--- config.mk ---
export PLATFORM = sky130hd
export DESIGN_NAME = adc_to_resistance_linearizer
export DESIGN_NICKNAME = d
export VERILOG_FILES = /design/src/design/arl_pkg.sv /design/src/design/arl_ram.sv /design/src/design/adc_to_resistance_linearizer.sv
export SDC_FILE = /design/constraint.sdc
export NUM_CORES = 2
export LEC_CHECK = 0
export BUFFER_PORTS_ARGS = -buffer_cell sky130_fd_sc_hd__buf_2
export CORE_MARGIN = 2
export CORE_UTILIZATION = 42
export CTS_CLUSTER_DIAMETER = 120
export CTS_CLUSTER_SIZE = 28
export DETAILED_ROUTE_END_ITERATION = 8
export SYNTH_ARGS = -nofsm -noshare
export SYNTH_HDL_FRONTEND = slang
export SYNTH_SLANG_ARGS = --single-unit
--- constraint.sdc ---
create_clock -name clk -period 14.2 [get_ports clk]
set_input_delay 1.42 -clock clk [delete_from_list [all_inputs] [get_ports clk]]
set_output_delay 1.42 -clock clk [all_outputs]
set_load 0.02 [all_outputs]
--- src/design/arl_pkg.sv ---
// Shared types and codes for the ADC code to resistance linearizer.
package arl_pkg;

	localparam int CFG_DATA_W = 32;
	localparam int CFG_IDX_W  = 1;
	localparam int PTS_W      = 5;
	localparam int LIMIT_W    = 32;

	localparam logic [CFG_IDX_W-1:0] CFG_POINTS = 1'b0;
	localparam logic [CFG_IDX_W-1:0] CFG_LIMIT  = 1'b1;

	localparam logic ACT_LOAD    = 1'b0;
	localparam logic ACT_CONVERT = 1'b1;

	typedef enum logic [8:0] {
		ST_IDLE   = 9'b000000001,
		ST_SCAN   = 9'b000000010,
		ST_FETCH0 = 9'b000000100,
		ST_FETCH1 = 9'b000001000,
		ST_FETCH2 = 9'b000010000,
		ST_MUL    = 9'b000100000,
		ST_NORM   = 9'b001000000,
		ST_DIV    = 9'b010000000,
		ST_DONE   = 9'b100000000
	} state_t;

endpackage

--- src/design/arl_ram.sv ---
// Generic single-port-write, single-port-read RAM with registered read data.
module arl_ram #(
	parameter int WIDTH = 48,
	parameter int DEPTH = 16
) (
	input  logic                     clk,
	input  logic                     we,
	input  logic [$clog2(DEPTH)-1:0] waddr,
	input  logic [WIDTH-1:0]         wdata,
	input  logic [$clog2(DEPTH)-1:0] raddr,
	output logic [WIDTH-1:0]         rdata
);

	logic [WIDTH-1:0] mem [DEPTH];

	always_ff @(posedge clk) begin
		if (we) begin
			mem[waddr] <= wdata;
		end
		rdata <= mem[raddr];
	end

endmodule

--- src/design/adc_to_resistance_linearizer.sv ---
// A load item is written to the table when it is taken; a convert item's result is produced by a table
// scan of one RAM read per point, a shift-add multiply of one code bit per cycle and a restoring
// divide of one quotient bit per cycle.
// A new item is taken the cycle after the result enters the output register.
// Zero-width segments, unmatched codes and negative or saturating results finish early.
// Reset clears control state and valid flags, points to 2, limit to 0; the table is not cleared.
module adc_to_resistance_linearizer #(
	parameter int MAX_POINTS = 16,
	parameter int CODE_BITS  = 16,
	parameter int OHMS_BITS  = 32
) (
	input  logic                              clk,
	input  logic                              arst_n,
	input  logic                              cfg_we,
	input  logic [arl_pkg::CFG_IDX_W-1:0]     cfg_index,
	input  logic [arl_pkg::CFG_DATA_W-1:0]    cfg_data,
	input  logic                              in_valid,
	output logic                              in_stall,
	input  logic                              action,
	input  logic [$clog2(MAX_POINTS)-1:0]     point_index,
	input  logic [CODE_BITS-1:0]              point_code,
	input  logic [OHMS_BITS-1:0]              point_ohms,
	input  logic [CODE_BITS-1:0]              sample_code,
	output logic                              out_valid,
	input  logic                              out_stall,
	output logic [OHMS_BITS-1:0]              ohms,
	output logic                              below_limit,
	output logic                              segment_error
);

	localparam int IDX_W  = $clog2(MAX_POINTS);
	localparam int CNT_W  = $clog2(MAX_POINTS + 1);
	localparam int NW     = (CNT_W > arl_pkg::PTS_W) ? CNT_W : arl_pkg::PTS_W;
	localparam int RAM_W  = CODE_BITS + OHMS_BITS;
	localparam int NUM_W  = OHMS_BITS + CODE_BITS + 2;
	localparam int CW     = $clog2(CODE_BITS + OHMS_BITS);
	localparam int CMP_W  = (OHMS_BITS > arl_pkg::LIMIT_W) ? OHMS_BITS : arl_pkg::LIMIT_W;

	arl_pkg::state_t state_q, state_next;

	logic [arl_pkg::PTS_W-1:0]   points_q;
	logic [arl_pkg::LIMIT_W-1:0] limit_q;

	logic                 ram_we;
	logic [IDX_W-1:0]     ram_raddr;
	logic [RAM_W-1:0]     ram_rdata;
	logic [CODE_BITS-1:0] code_rd;
	logic [OHMS_BITS-1:0] ohms_rd;

	logic                 in_xfer, conv_xfer, out_free;
	logic [NW-1:0]        pts_ext;
	logic [CNT_W-1:0]     n_clamp;

	logic [CODE_BITS-1:0] u_q, first_q, prev_q, c0_q;
	logic [CNT_W-1:0]     n_q, addr_q;
	logic                 found_q;
	logic [IDX_W-1:0]     seg_q;
	logic                 rvalid_s1;
	logic [IDX_W-1:0]     idx_s1;
	logic                 issue, hit, last_rd, found_any;
	logic [IDX_W-1:0]     seg_any;

	logic [OHMS_BITS-1:0] r0_q, r1_q;
	logic [CODE_BITS:0]   a_q, b_q;
	logic                 den_neg_q;
	logic [CODE_BITS-1:0] den_mag_q;
	logic [CODE_BITS:0]   a_new, b_new, den_new, den_abs;
	logic                 den_zero;

	logic [NUM_W-1:0]     acc_q, term_ext, acc_next;
	logic [OHMS_BITS:0]   term;
	logic [CW-1:0]        cnt_q;

	logic [NUM_W-1:0]     num_fix;
	logic [NUM_W-2:0]     num_mag;
	logic [CODE_BITS:0]   num_high;
	logic                 nonpos, sat;

	logic [CODE_BITS-1:0] rem_q, rem_next;
	logic [OHMS_BITS-1:0] quo_q, quo_next;
	logic [CODE_BITS:0]   rem_sh, rem_diff;
	logic                 rem_ge;

	logic [OHMS_BITS-1:0] res_ohms_q;
	logic                 res_err_q;
	logic [OHMS_BITS-1:0] out_ohms_q;
	logic                 out_below_q, out_err_q, out_valid_q;

	// Each entry holds the code above the resistance.
	arl_ram #(
		.WIDTH(RAM_W),
		.DEPTH(MAX_POINTS)
	) u_table (
		.clk  (clk),
		.we   (ram_we),
		.waddr(point_index),
		.wdata({point_code, point_ohms}),
		.raddr(ram_raddr),
		.rdata(ram_rdata)
	);

	assign code_rd = ram_rdata[RAM_W-1:OHMS_BITS];
	assign ohms_rd = ram_rdata[OHMS_BITS-1:0];

	assign in_stall  = (state_q != arl_pkg::ST_IDLE);
	assign in_xfer   = in_valid && !in_stall;
	assign conv_xfer = in_xfer && (action == arl_pkg::ACT_CONVERT);
	assign ram_we    = in_xfer && (action == arl_pkg::ACT_LOAD) &&
		((IDX_W + 1)'(point_index) < (IDX_W + 1)'(MAX_POINTS));
	assign out_free  = !out_valid_q || !out_stall;

	always_comb begin
		pts_ext = NW'(points_q);
		if (pts_ext < NW'(2)) begin
			n_clamp = CNT_W'(2);
		end else if (pts_ext > NW'(MAX_POINTS)) begin
			n_clamp = CNT_W'(MAX_POINTS);
		end else begin
			n_clamp = CNT_W'(pts_ext);
		end
	end

	always_comb begin
		unique case (state_q)
			arl_pkg::ST_SCAN:   ram_raddr = addr_q[IDX_W-1:0];
			arl_pkg::ST_FETCH0: ram_raddr = seg_q;
			arl_pkg::ST_FETCH1: ram_raddr = seg_q + IDX_W'(1);
			default:            ram_raddr = '0;
		endcase
	end

	// Table scan: one read issued per cycle, each response checked in the cycle after its read is issued.
	assign issue     = (state_q == arl_pkg::ST_SCAN) && (addr_q < n_q);
	assign last_rd   = (CNT_W'(idx_s1) == n_q - CNT_W'(1));
	assign hit       = (idx_s1 != '0) && (u_q > prev_q) && (u_q <= code_rd);
	assign found_any = found_q || hit;
	assign seg_any   = found_q ? seg_q : idx_s1 - IDX_W'(1);

	// Segment set-up from the two fetched points.
	always_comb begin
		a_new    = {1'b0, code_rd} - {1'b0, u_q};
		b_new    = {1'b0, u_q} - {1'b0, c0_q};
		den_new  = {1'b0, code_rd} - {1'b0, c0_q};
		den_abs  = den_new[CODE_BITS] ? (~den_new + 1'b1) : den_new;
		den_zero = (den_new == '0);
	end

	// Horner shift-add over the code differences, sign bit first:
	// num = r0 * (c1 - u) + r1 * (u - c0).
	always_comb begin
		term     = {1'b0, a_q[CODE_BITS] ? r0_q : '0} + {1'b0, b_q[CODE_BITS] ? r1_q : '0};
		term_ext = NUM_W'(term);
		if (cnt_q == CW'(CODE_BITS)) begin
			acc_next = ~term_ext + 1'b1;
		end else begin
			acc_next = {acc_q[NUM_W-2:0], 1'b0} + term_ext;
		end
	end

	always_comb begin
		num_fix  = den_neg_q ? (~acc_q + 1'b1) : acc_q;
		nonpos   = num_fix[NUM_W-1] || (num_fix == '0);
		num_mag  = num_fix[NUM_W-2:0];
		num_high = num_mag[NUM_W-2:OHMS_BITS];
		sat      = (num_high >= {1'b0, den_mag_q});
	end

	// Restoring divide; the saturation check leaves a remainder below the divisor.
	always_comb begin
		rem_sh   = {rem_q, quo_q[OHMS_BITS-1]};
		rem_diff = rem_sh - {1'b0, den_mag_q};
		rem_ge   = (rem_sh >= {1'b0, den_mag_q});
		rem_next = rem_ge ? rem_diff[CODE_BITS-1:0] : rem_sh[CODE_BITS-1:0];
		quo_next = {quo_q[OHMS_BITS-2:0], rem_ge};
	end

	always_comb begin
		state_next = state_q;
		unique case (state_q)
			arl_pkg::ST_IDLE: begin
				if (conv_xfer) begin
					state_next = arl_pkg::ST_SCAN;
				end
			end
			arl_pkg::ST_SCAN: begin
				if (rvalid_s1 && last_rd) begin
					if ((u_q > code_rd) || (u_q <= first_q) || found_any) begin
						state_next = arl_pkg::ST_FETCH0;
					end else begin
						state_next = arl_pkg::ST_DONE;
					end
				end
			end
			arl_pkg::ST_FETCH0: state_next = arl_pkg::ST_FETCH1;
			arl_pkg::ST_FETCH1: state_next = arl_pkg::ST_FETCH2;
			arl_pkg::ST_FETCH2: state_next = den_zero ? arl_pkg::ST_DONE : arl_pkg::ST_MUL;
			arl_pkg::ST_MUL: begin
				if (cnt_q == '0) begin
					state_next = arl_pkg::ST_NORM;
				end
			end
			arl_pkg::ST_NORM: state_next = (nonpos || sat) ? arl_pkg::ST_DONE : arl_pkg::ST_DIV;
			arl_pkg::ST_DIV: begin
				if (cnt_q == '0) begin
					state_next = arl_pkg::ST_DONE;
				end
			end
			arl_pkg::ST_DONE: begin
				if (out_free) begin
					state_next = arl_pkg::ST_IDLE;
				end
			end
			default: state_next = arl_pkg::ST_IDLE;
		endcase
	end

	always_ff @(posedge clk or negedge arst_n) begin
		if (!arst_n) begin
			state_q     <= arl_pkg::ST_IDLE;
			points_q    <= arl_pkg::PTS_W'(2);
			limit_q     <= '0;
			rvalid_s1   <= 1'b0;
			out_valid_q <= 1'b0;
		end else begin
			state_q   <= state_next;
			rvalid_s1 <= issue;
			if (cfg_we) begin
				unique case (cfg_index)
					arl_pkg::CFG_POINTS: points_q <= cfg_data[arl_pkg::PTS_W-1:0];
					arl_pkg::CFG_LIMIT:  limit_q  <= cfg_data[arl_pkg::LIMIT_W-1:0];
					default: ;
				endcase
			end
			if ((state_q == arl_pkg::ST_DONE) && out_free) begin
				out_valid_q <= 1'b1;
			end else if (out_valid_q && !out_stall) begin
				out_valid_q <= 1'b0;
			end
		end
	end

	always_ff @(posedge clk) begin
		idx_s1 <= addr_q[IDX_W-1:0];
		unique case (state_q)
			arl_pkg::ST_IDLE: begin
				if (conv_xfer) begin
					u_q     <= sample_code;
					n_q     <= n_clamp;
					addr_q  <= '0;
					found_q <= 1'b0;
				end
			end
			arl_pkg::ST_SCAN: begin
				if (issue) begin
					addr_q <= addr_q + CNT_W'(1);
				end
				if (rvalid_s1) begin
					prev_q <= code_rd;
					if (idx_s1 == '0) begin
						first_q <= code_rd;
					end
					if (hit && !found_q) begin
						found_q <= 1'b1;
						seg_q   <= idx_s1 - IDX_W'(1);
					end
					if (last_rd) begin
						res_ohms_q <= '0;
						res_err_q  <= 1'b0;
						// Codes above the table win over codes below it, which win over a match.
						if (u_q > code_rd) begin
							seg_q <= IDX_W'(n_q - CNT_W'(2));
						end else if (u_q <= first_q) begin
							seg_q <= '0;
						end else begin
							seg_q <= seg_any;
						end
					end
				end
			end
			arl_pkg::ST_FETCH1: begin
				c0_q <= code_rd;
				r0_q <= ohms_rd;
			end
			arl_pkg::ST_FETCH2: begin
				a_q        <= a_new;
				b_q        <= b_new;
				r1_q       <= ohms_rd;
				den_neg_q  <= den_new[CODE_BITS];
				den_mag_q  <= den_abs[CODE_BITS-1:0];
				acc_q      <= '0;
				cnt_q      <= CW'(CODE_BITS);
				res_ohms_q <= '0;
				res_err_q  <= den_zero;
			end
			arl_pkg::ST_MUL: begin
				acc_q <= acc_next;
				a_q   <= {a_q[CODE_BITS-1:0], 1'b0};
				b_q   <= {b_q[CODE_BITS-1:0], 1'b0};
				cnt_q <= cnt_q - CW'(1);
			end
			arl_pkg::ST_NORM: begin
				if (nonpos) begin
					res_ohms_q <= '0;
				end else if (sat) begin
					res_ohms_q <= '1;
				end else begin
					rem_q <= num_high[CODE_BITS-1:0];
					quo_q <= num_mag[OHMS_BITS-1:0];
					cnt_q <= CW'(OHMS_BITS - 1);
				end
			end
			arl_pkg::ST_DIV: begin
				rem_q      <= rem_next;
				quo_q      <= quo_next;
				res_ohms_q <= quo_next;
				cnt_q      <= cnt_q - CW'(1);
			end
			arl_pkg::ST_DONE: begin
				if (out_free) begin
					out_ohms_q  <= res_ohms_q;
					out_err_q   <= res_err_q;
					out_below_q <= !res_err_q && (CMP_W'(res_ohms_q) < CMP_W'(limit_q));
				end
			end
			default: ;
		endcase
	end

	assign out_valid     = out_valid_q;
	assign ohms          = out_ohms_q;
	assign below_limit   = out_below_q;
	assign segment_error = out_err_q;

`ifndef SYNTH
	a_err_result: assert property (@(posedge clk) disable iff (!arst_n)
		(out_valid && segment_error) |-> ((ohms == '0) && !below_limit))
		else $error("segment error with nonzero result fields");

	a_mul_den: assert property (@(posedge clk) disable iff (!arst_n)
		(state_q == arl_pkg::ST_MUL) |-> (den_mag_q != '0))
		else $error("multiply started on a zero-width segment");

	a_div_rem: assert property (@(posedge clk) disable iff (!arst_n)
		(state_q == arl_pkg::ST_DIV) |-> (rem_q < den_mag_q))
		else $error("divider remainder not below divisor");

	a_scan_idx: assert property (@(posedge clk) disable iff (!arst_n)
		((state_q == arl_pkg::ST_SCAN) && rvalid_s1) |-> (CNT_W'(idx_s1) < n_q))
		else $error("table scan read beyond points in use");
`endif

endmodule

==> impl_metrics.py <==
metrics = {
    "yosys": {
        "yosysUniqueCellTypes": 99,
        "yosysSeqAreaShare_pct": 62.3,
        "async_reset_ff_share_pct": 3.89,
        "ys.flop_type": "edfxtp_1",
        "syn-cell-area_mm2": 0.0582,
        "ys_ff_latch": 1233,
        "yosysWarnings": 0,
        "synth_enable_flop_cells": 1133,
        "synth_cells": 4780,
        "avgSynthCellArea_um2": 12.2,
        "syn_nets": 5116,
    },
    "critical_path": {
        "endpoint_kind": "register",
        "critPathLaunchType": "register",
        "critPathArrivalTime_ps": 6520,
        "crit_path_max_fanout": 32,
        "required_ps": 14640,
        "critPathKind": "register to register",
    },
    "clock_tree": {
        "cts.sinks": 1233,
        "cts-resized-gates": 0,
        "clock_latency_ps": 730,
        "cts_htree_levels": 2,
        "path_clk_slew_ps": 110,
        "postCtsSetupBuffers": 0,
        "hold_buffers": 0,
        "cts_root_buffer": "clkbuf_16",
        "cts_made_buffers": 53,
        "clk_path_buf_depth": 3,
        "cts_tree": "built",
    },
    "timing": {
        "slew_violations": 0,
        "finClkSkew_ps": 65.4,
        "slew_headroom_pct": 24.2,
        "hold_viol": 0,
        "fmax_ghz": 0.164,
        "whs_ps": 425,
        "fin_tns_setup_ps": 0,
        "worst_slew_pin_slew_ps": 1140,
        "post-route-min-period_ps": 6080,
        "timing.final.crit_share_pct": 42.8,
        "rsz0062_at_grt": "no",
        "setup_ws_ps": 8120,
        "setup-violations-final": 0,
    },
    "floorplanning": {
        "dieArea_mm2": 0.142,
        "core_mm2": 0.137,
        "initial_utilization_pct": 42.3,
        "fp.dieH_um": 376,
        "num_rows": 136,
        "die_w_um": 376,
        "top_level_ports": 143,
    },
    "layout": {
        "nets": 5111,
        "filler_cell_count": 12500,
        "final_common_cell": "edfxtp_1",
        "drive_above_1_share_pct": 8.05,
        "layout_common_cells": "edfxtp_1 (1,133), nand2_1 (539), a211oi_1 (281)",
        "syn_to_final_growth_pct": 7.44,
    },
    "global_routing": {
        "grtUsageTotal_pct": 20.1,
        "grt_pass1_wl_mm": 221,
        "antenna_found_initial": 19,
        "grt_pass1_vias": 36200,
        "overflow": 0,
        "grt_start_max_net_pins": 173,
    },
    "route": {
        "ant_nets": 0,
        "drc": 0,
        "dr.pass1.iters": 5,
        "wire_per_inst_um": 22.0,
        "vias_per_cell": 5.71,
        "via_count": 37700,
        "wl_mm": 146,
        "drtIter0Drc": 3245,
    },
    "hold_path": {
        "hold_class": "register to register",
    },
    "placed_design": {
        "portBuffers": 142,
        "dp_hpwl_mm": 88.7,
        "gp_congestion": 0.865,
        "pre_cts_ws_ps": 8100,
    },
    "job": {
        "cap_viol_max_count": 0,
    },
    "power_and_ir_drop": {
        "pwr_density_cell_mw_per_mm2": 122,
        "p_leak_nw": 22.0,
        "peakVddDrop_mv": 0.124,
        "power.total_w": 0.00761,
    },
    "status": {
        "outcome": "finished clean",
    },
}
-- where the power goes --
group | internal [W] | leakage, nW | switching [W]
Sequential | 0.00418 | 11.2 | 0.000165
Combinational | 0.000521 | 9.99 | 0.000832
Clock | 0.000750 | 0.799 | 0.00116
-- path summary, 6_finish.rpt --
path,cells past startpoint,from,slack (ps),endpoint
max in group asynchronous,2,arst_n,12930,state_q[2]$_DFFE_PN0P_
setup / recovery,20,b_q[16]$_DFFE_PP_,8120,acc_q[38]$_SDFFCE_PN0P_
setup reg to reg,20,b_q[16]$_DFFE_PP_,8120,acc_q[38]$_SDFFCE_PN0P_
hold reg to reg,0,u_table.rdata[26]$_DFF_P_,430,r1_q[26]$_DFFE_PP_
hold / removal,0,u_table.rdata[26]$_DFF_P_,430,r1_q[26]$_DFFE_PP_
min in group asynchronous,2,arst_n,810,limit_q[31]$_DFFE_PN0P_
-- critical path: stages (launching register included) --
cell and delay (ps):
edfxtp_1 740, and2_1 290, ha_1 400, and2_1 200, nand3_1 80, o21ai_0 660
a21oi_1 240, o311ai_0 440, xor2_1 360, ha_1 370, a21o_1 220, a21o_1 180
a21o_1 190, a21o_1 170, a21o_1 190, a32oi_1 230, a21oi_1 150, a21o_1 300
nand4_1 150, xor2_1 150, a21oi_1 80
-- synth_stat cells (all sizes together), types with 52 or more instances --
master / n / area share, %
a21oi: 264 / 2.3
xor2: 94 / 1.4
nand2: 542 / 3.5
nor2: 225 / 1.5
clkbuf: 241 / 1.6
dfxtp: 52 / 1.8
a21o: 83 / 1.1
and3: 209 / 2.3
o21ai: 163 / 1.4
and2: 79 / 0.85
edfxtp: 1133 / 58
a211oi: 282 / 3.6
nand3: 52 / 0.45
inv: 193 / 1.2
xnor2: 108 / 1.6
a311oi: 105 / 1.6
a31oi: 114 / 1.2
nor3: 75 / 0.65
ha: 223 / 4.8
-- metrics by stage --
step / cells / util, % / area [µm²]
2_1_floorplan: 4780 / - / 58200
3_3_place_gp: 6514 / 44.3 / 60900
3_5_place_dp: 6514 / 44.3 / 60900
4_1_cts: 6613 / 45.5 / 62500
5_1_grt: 6614 / 45.5 / 62500
6_report: 6614 / 45.5 / 62500
-- registers in the layout, indices dropped and copies added, names as in the netlist, 17 cells and up --
| register | flops |
|---|---|
| r0_q | 32 |
| a_q | 17 |
| b_q | 17 |
| acc_q | 50 |
| ohms | 32 |
| quo_q | 32 |
| u_table.mem | 768 |
| res_ohms_q | 32 |
| limit_q | 32 |
| u_table.rdata | 48 |
| r1_q | 32 |
-- cell type report --
class | count | area [µm²] | share of cell area (%)
Timing Repair Buffer | 200 | 1170 | 1.87
Multi-Input combinational cell | 3093 | 20400 | 32.7
Inverter | 194 | 728 | 1.16
Tap cell | 1794 | 2240 | 3.59
Clock inverter | 11 | 204 | 0.326
Sequential cell | 1233 | 36300 | 58.0
Antenna cell | 1 | 2.50 | 0.00400
Clock buffer | 88 | 1480 | 2.36
-- kinds of logic after synthesis --
group                    synth area share (%)
multiplexers                            0.843
adder cells (fa/ha/maj)                  5.00
AND/OR/NAND/NOR                          12.1
AO/OA/AOI/OAI                            13.8
buffers and inverters                    2.95
flip-flops                               62.3
XOR/XNOR                                 3.04
-- per-layer routing --
| metal | GRT usage, % | vias to the layer above | part of all wire (%) |
|---|---|---|---|
| li1 | - | 18000 | - |
| met1 | 27.4 | 18600 | 44 |
| met2 | 34.2 | 863 | 49 |
| met3 | 2.45 | 185 | 4.7 |
| met4 | 4.91 | 24 | 2.3 |
| met5 | 0 | - | 0.095 |
(Power assumes the default switching activity.)
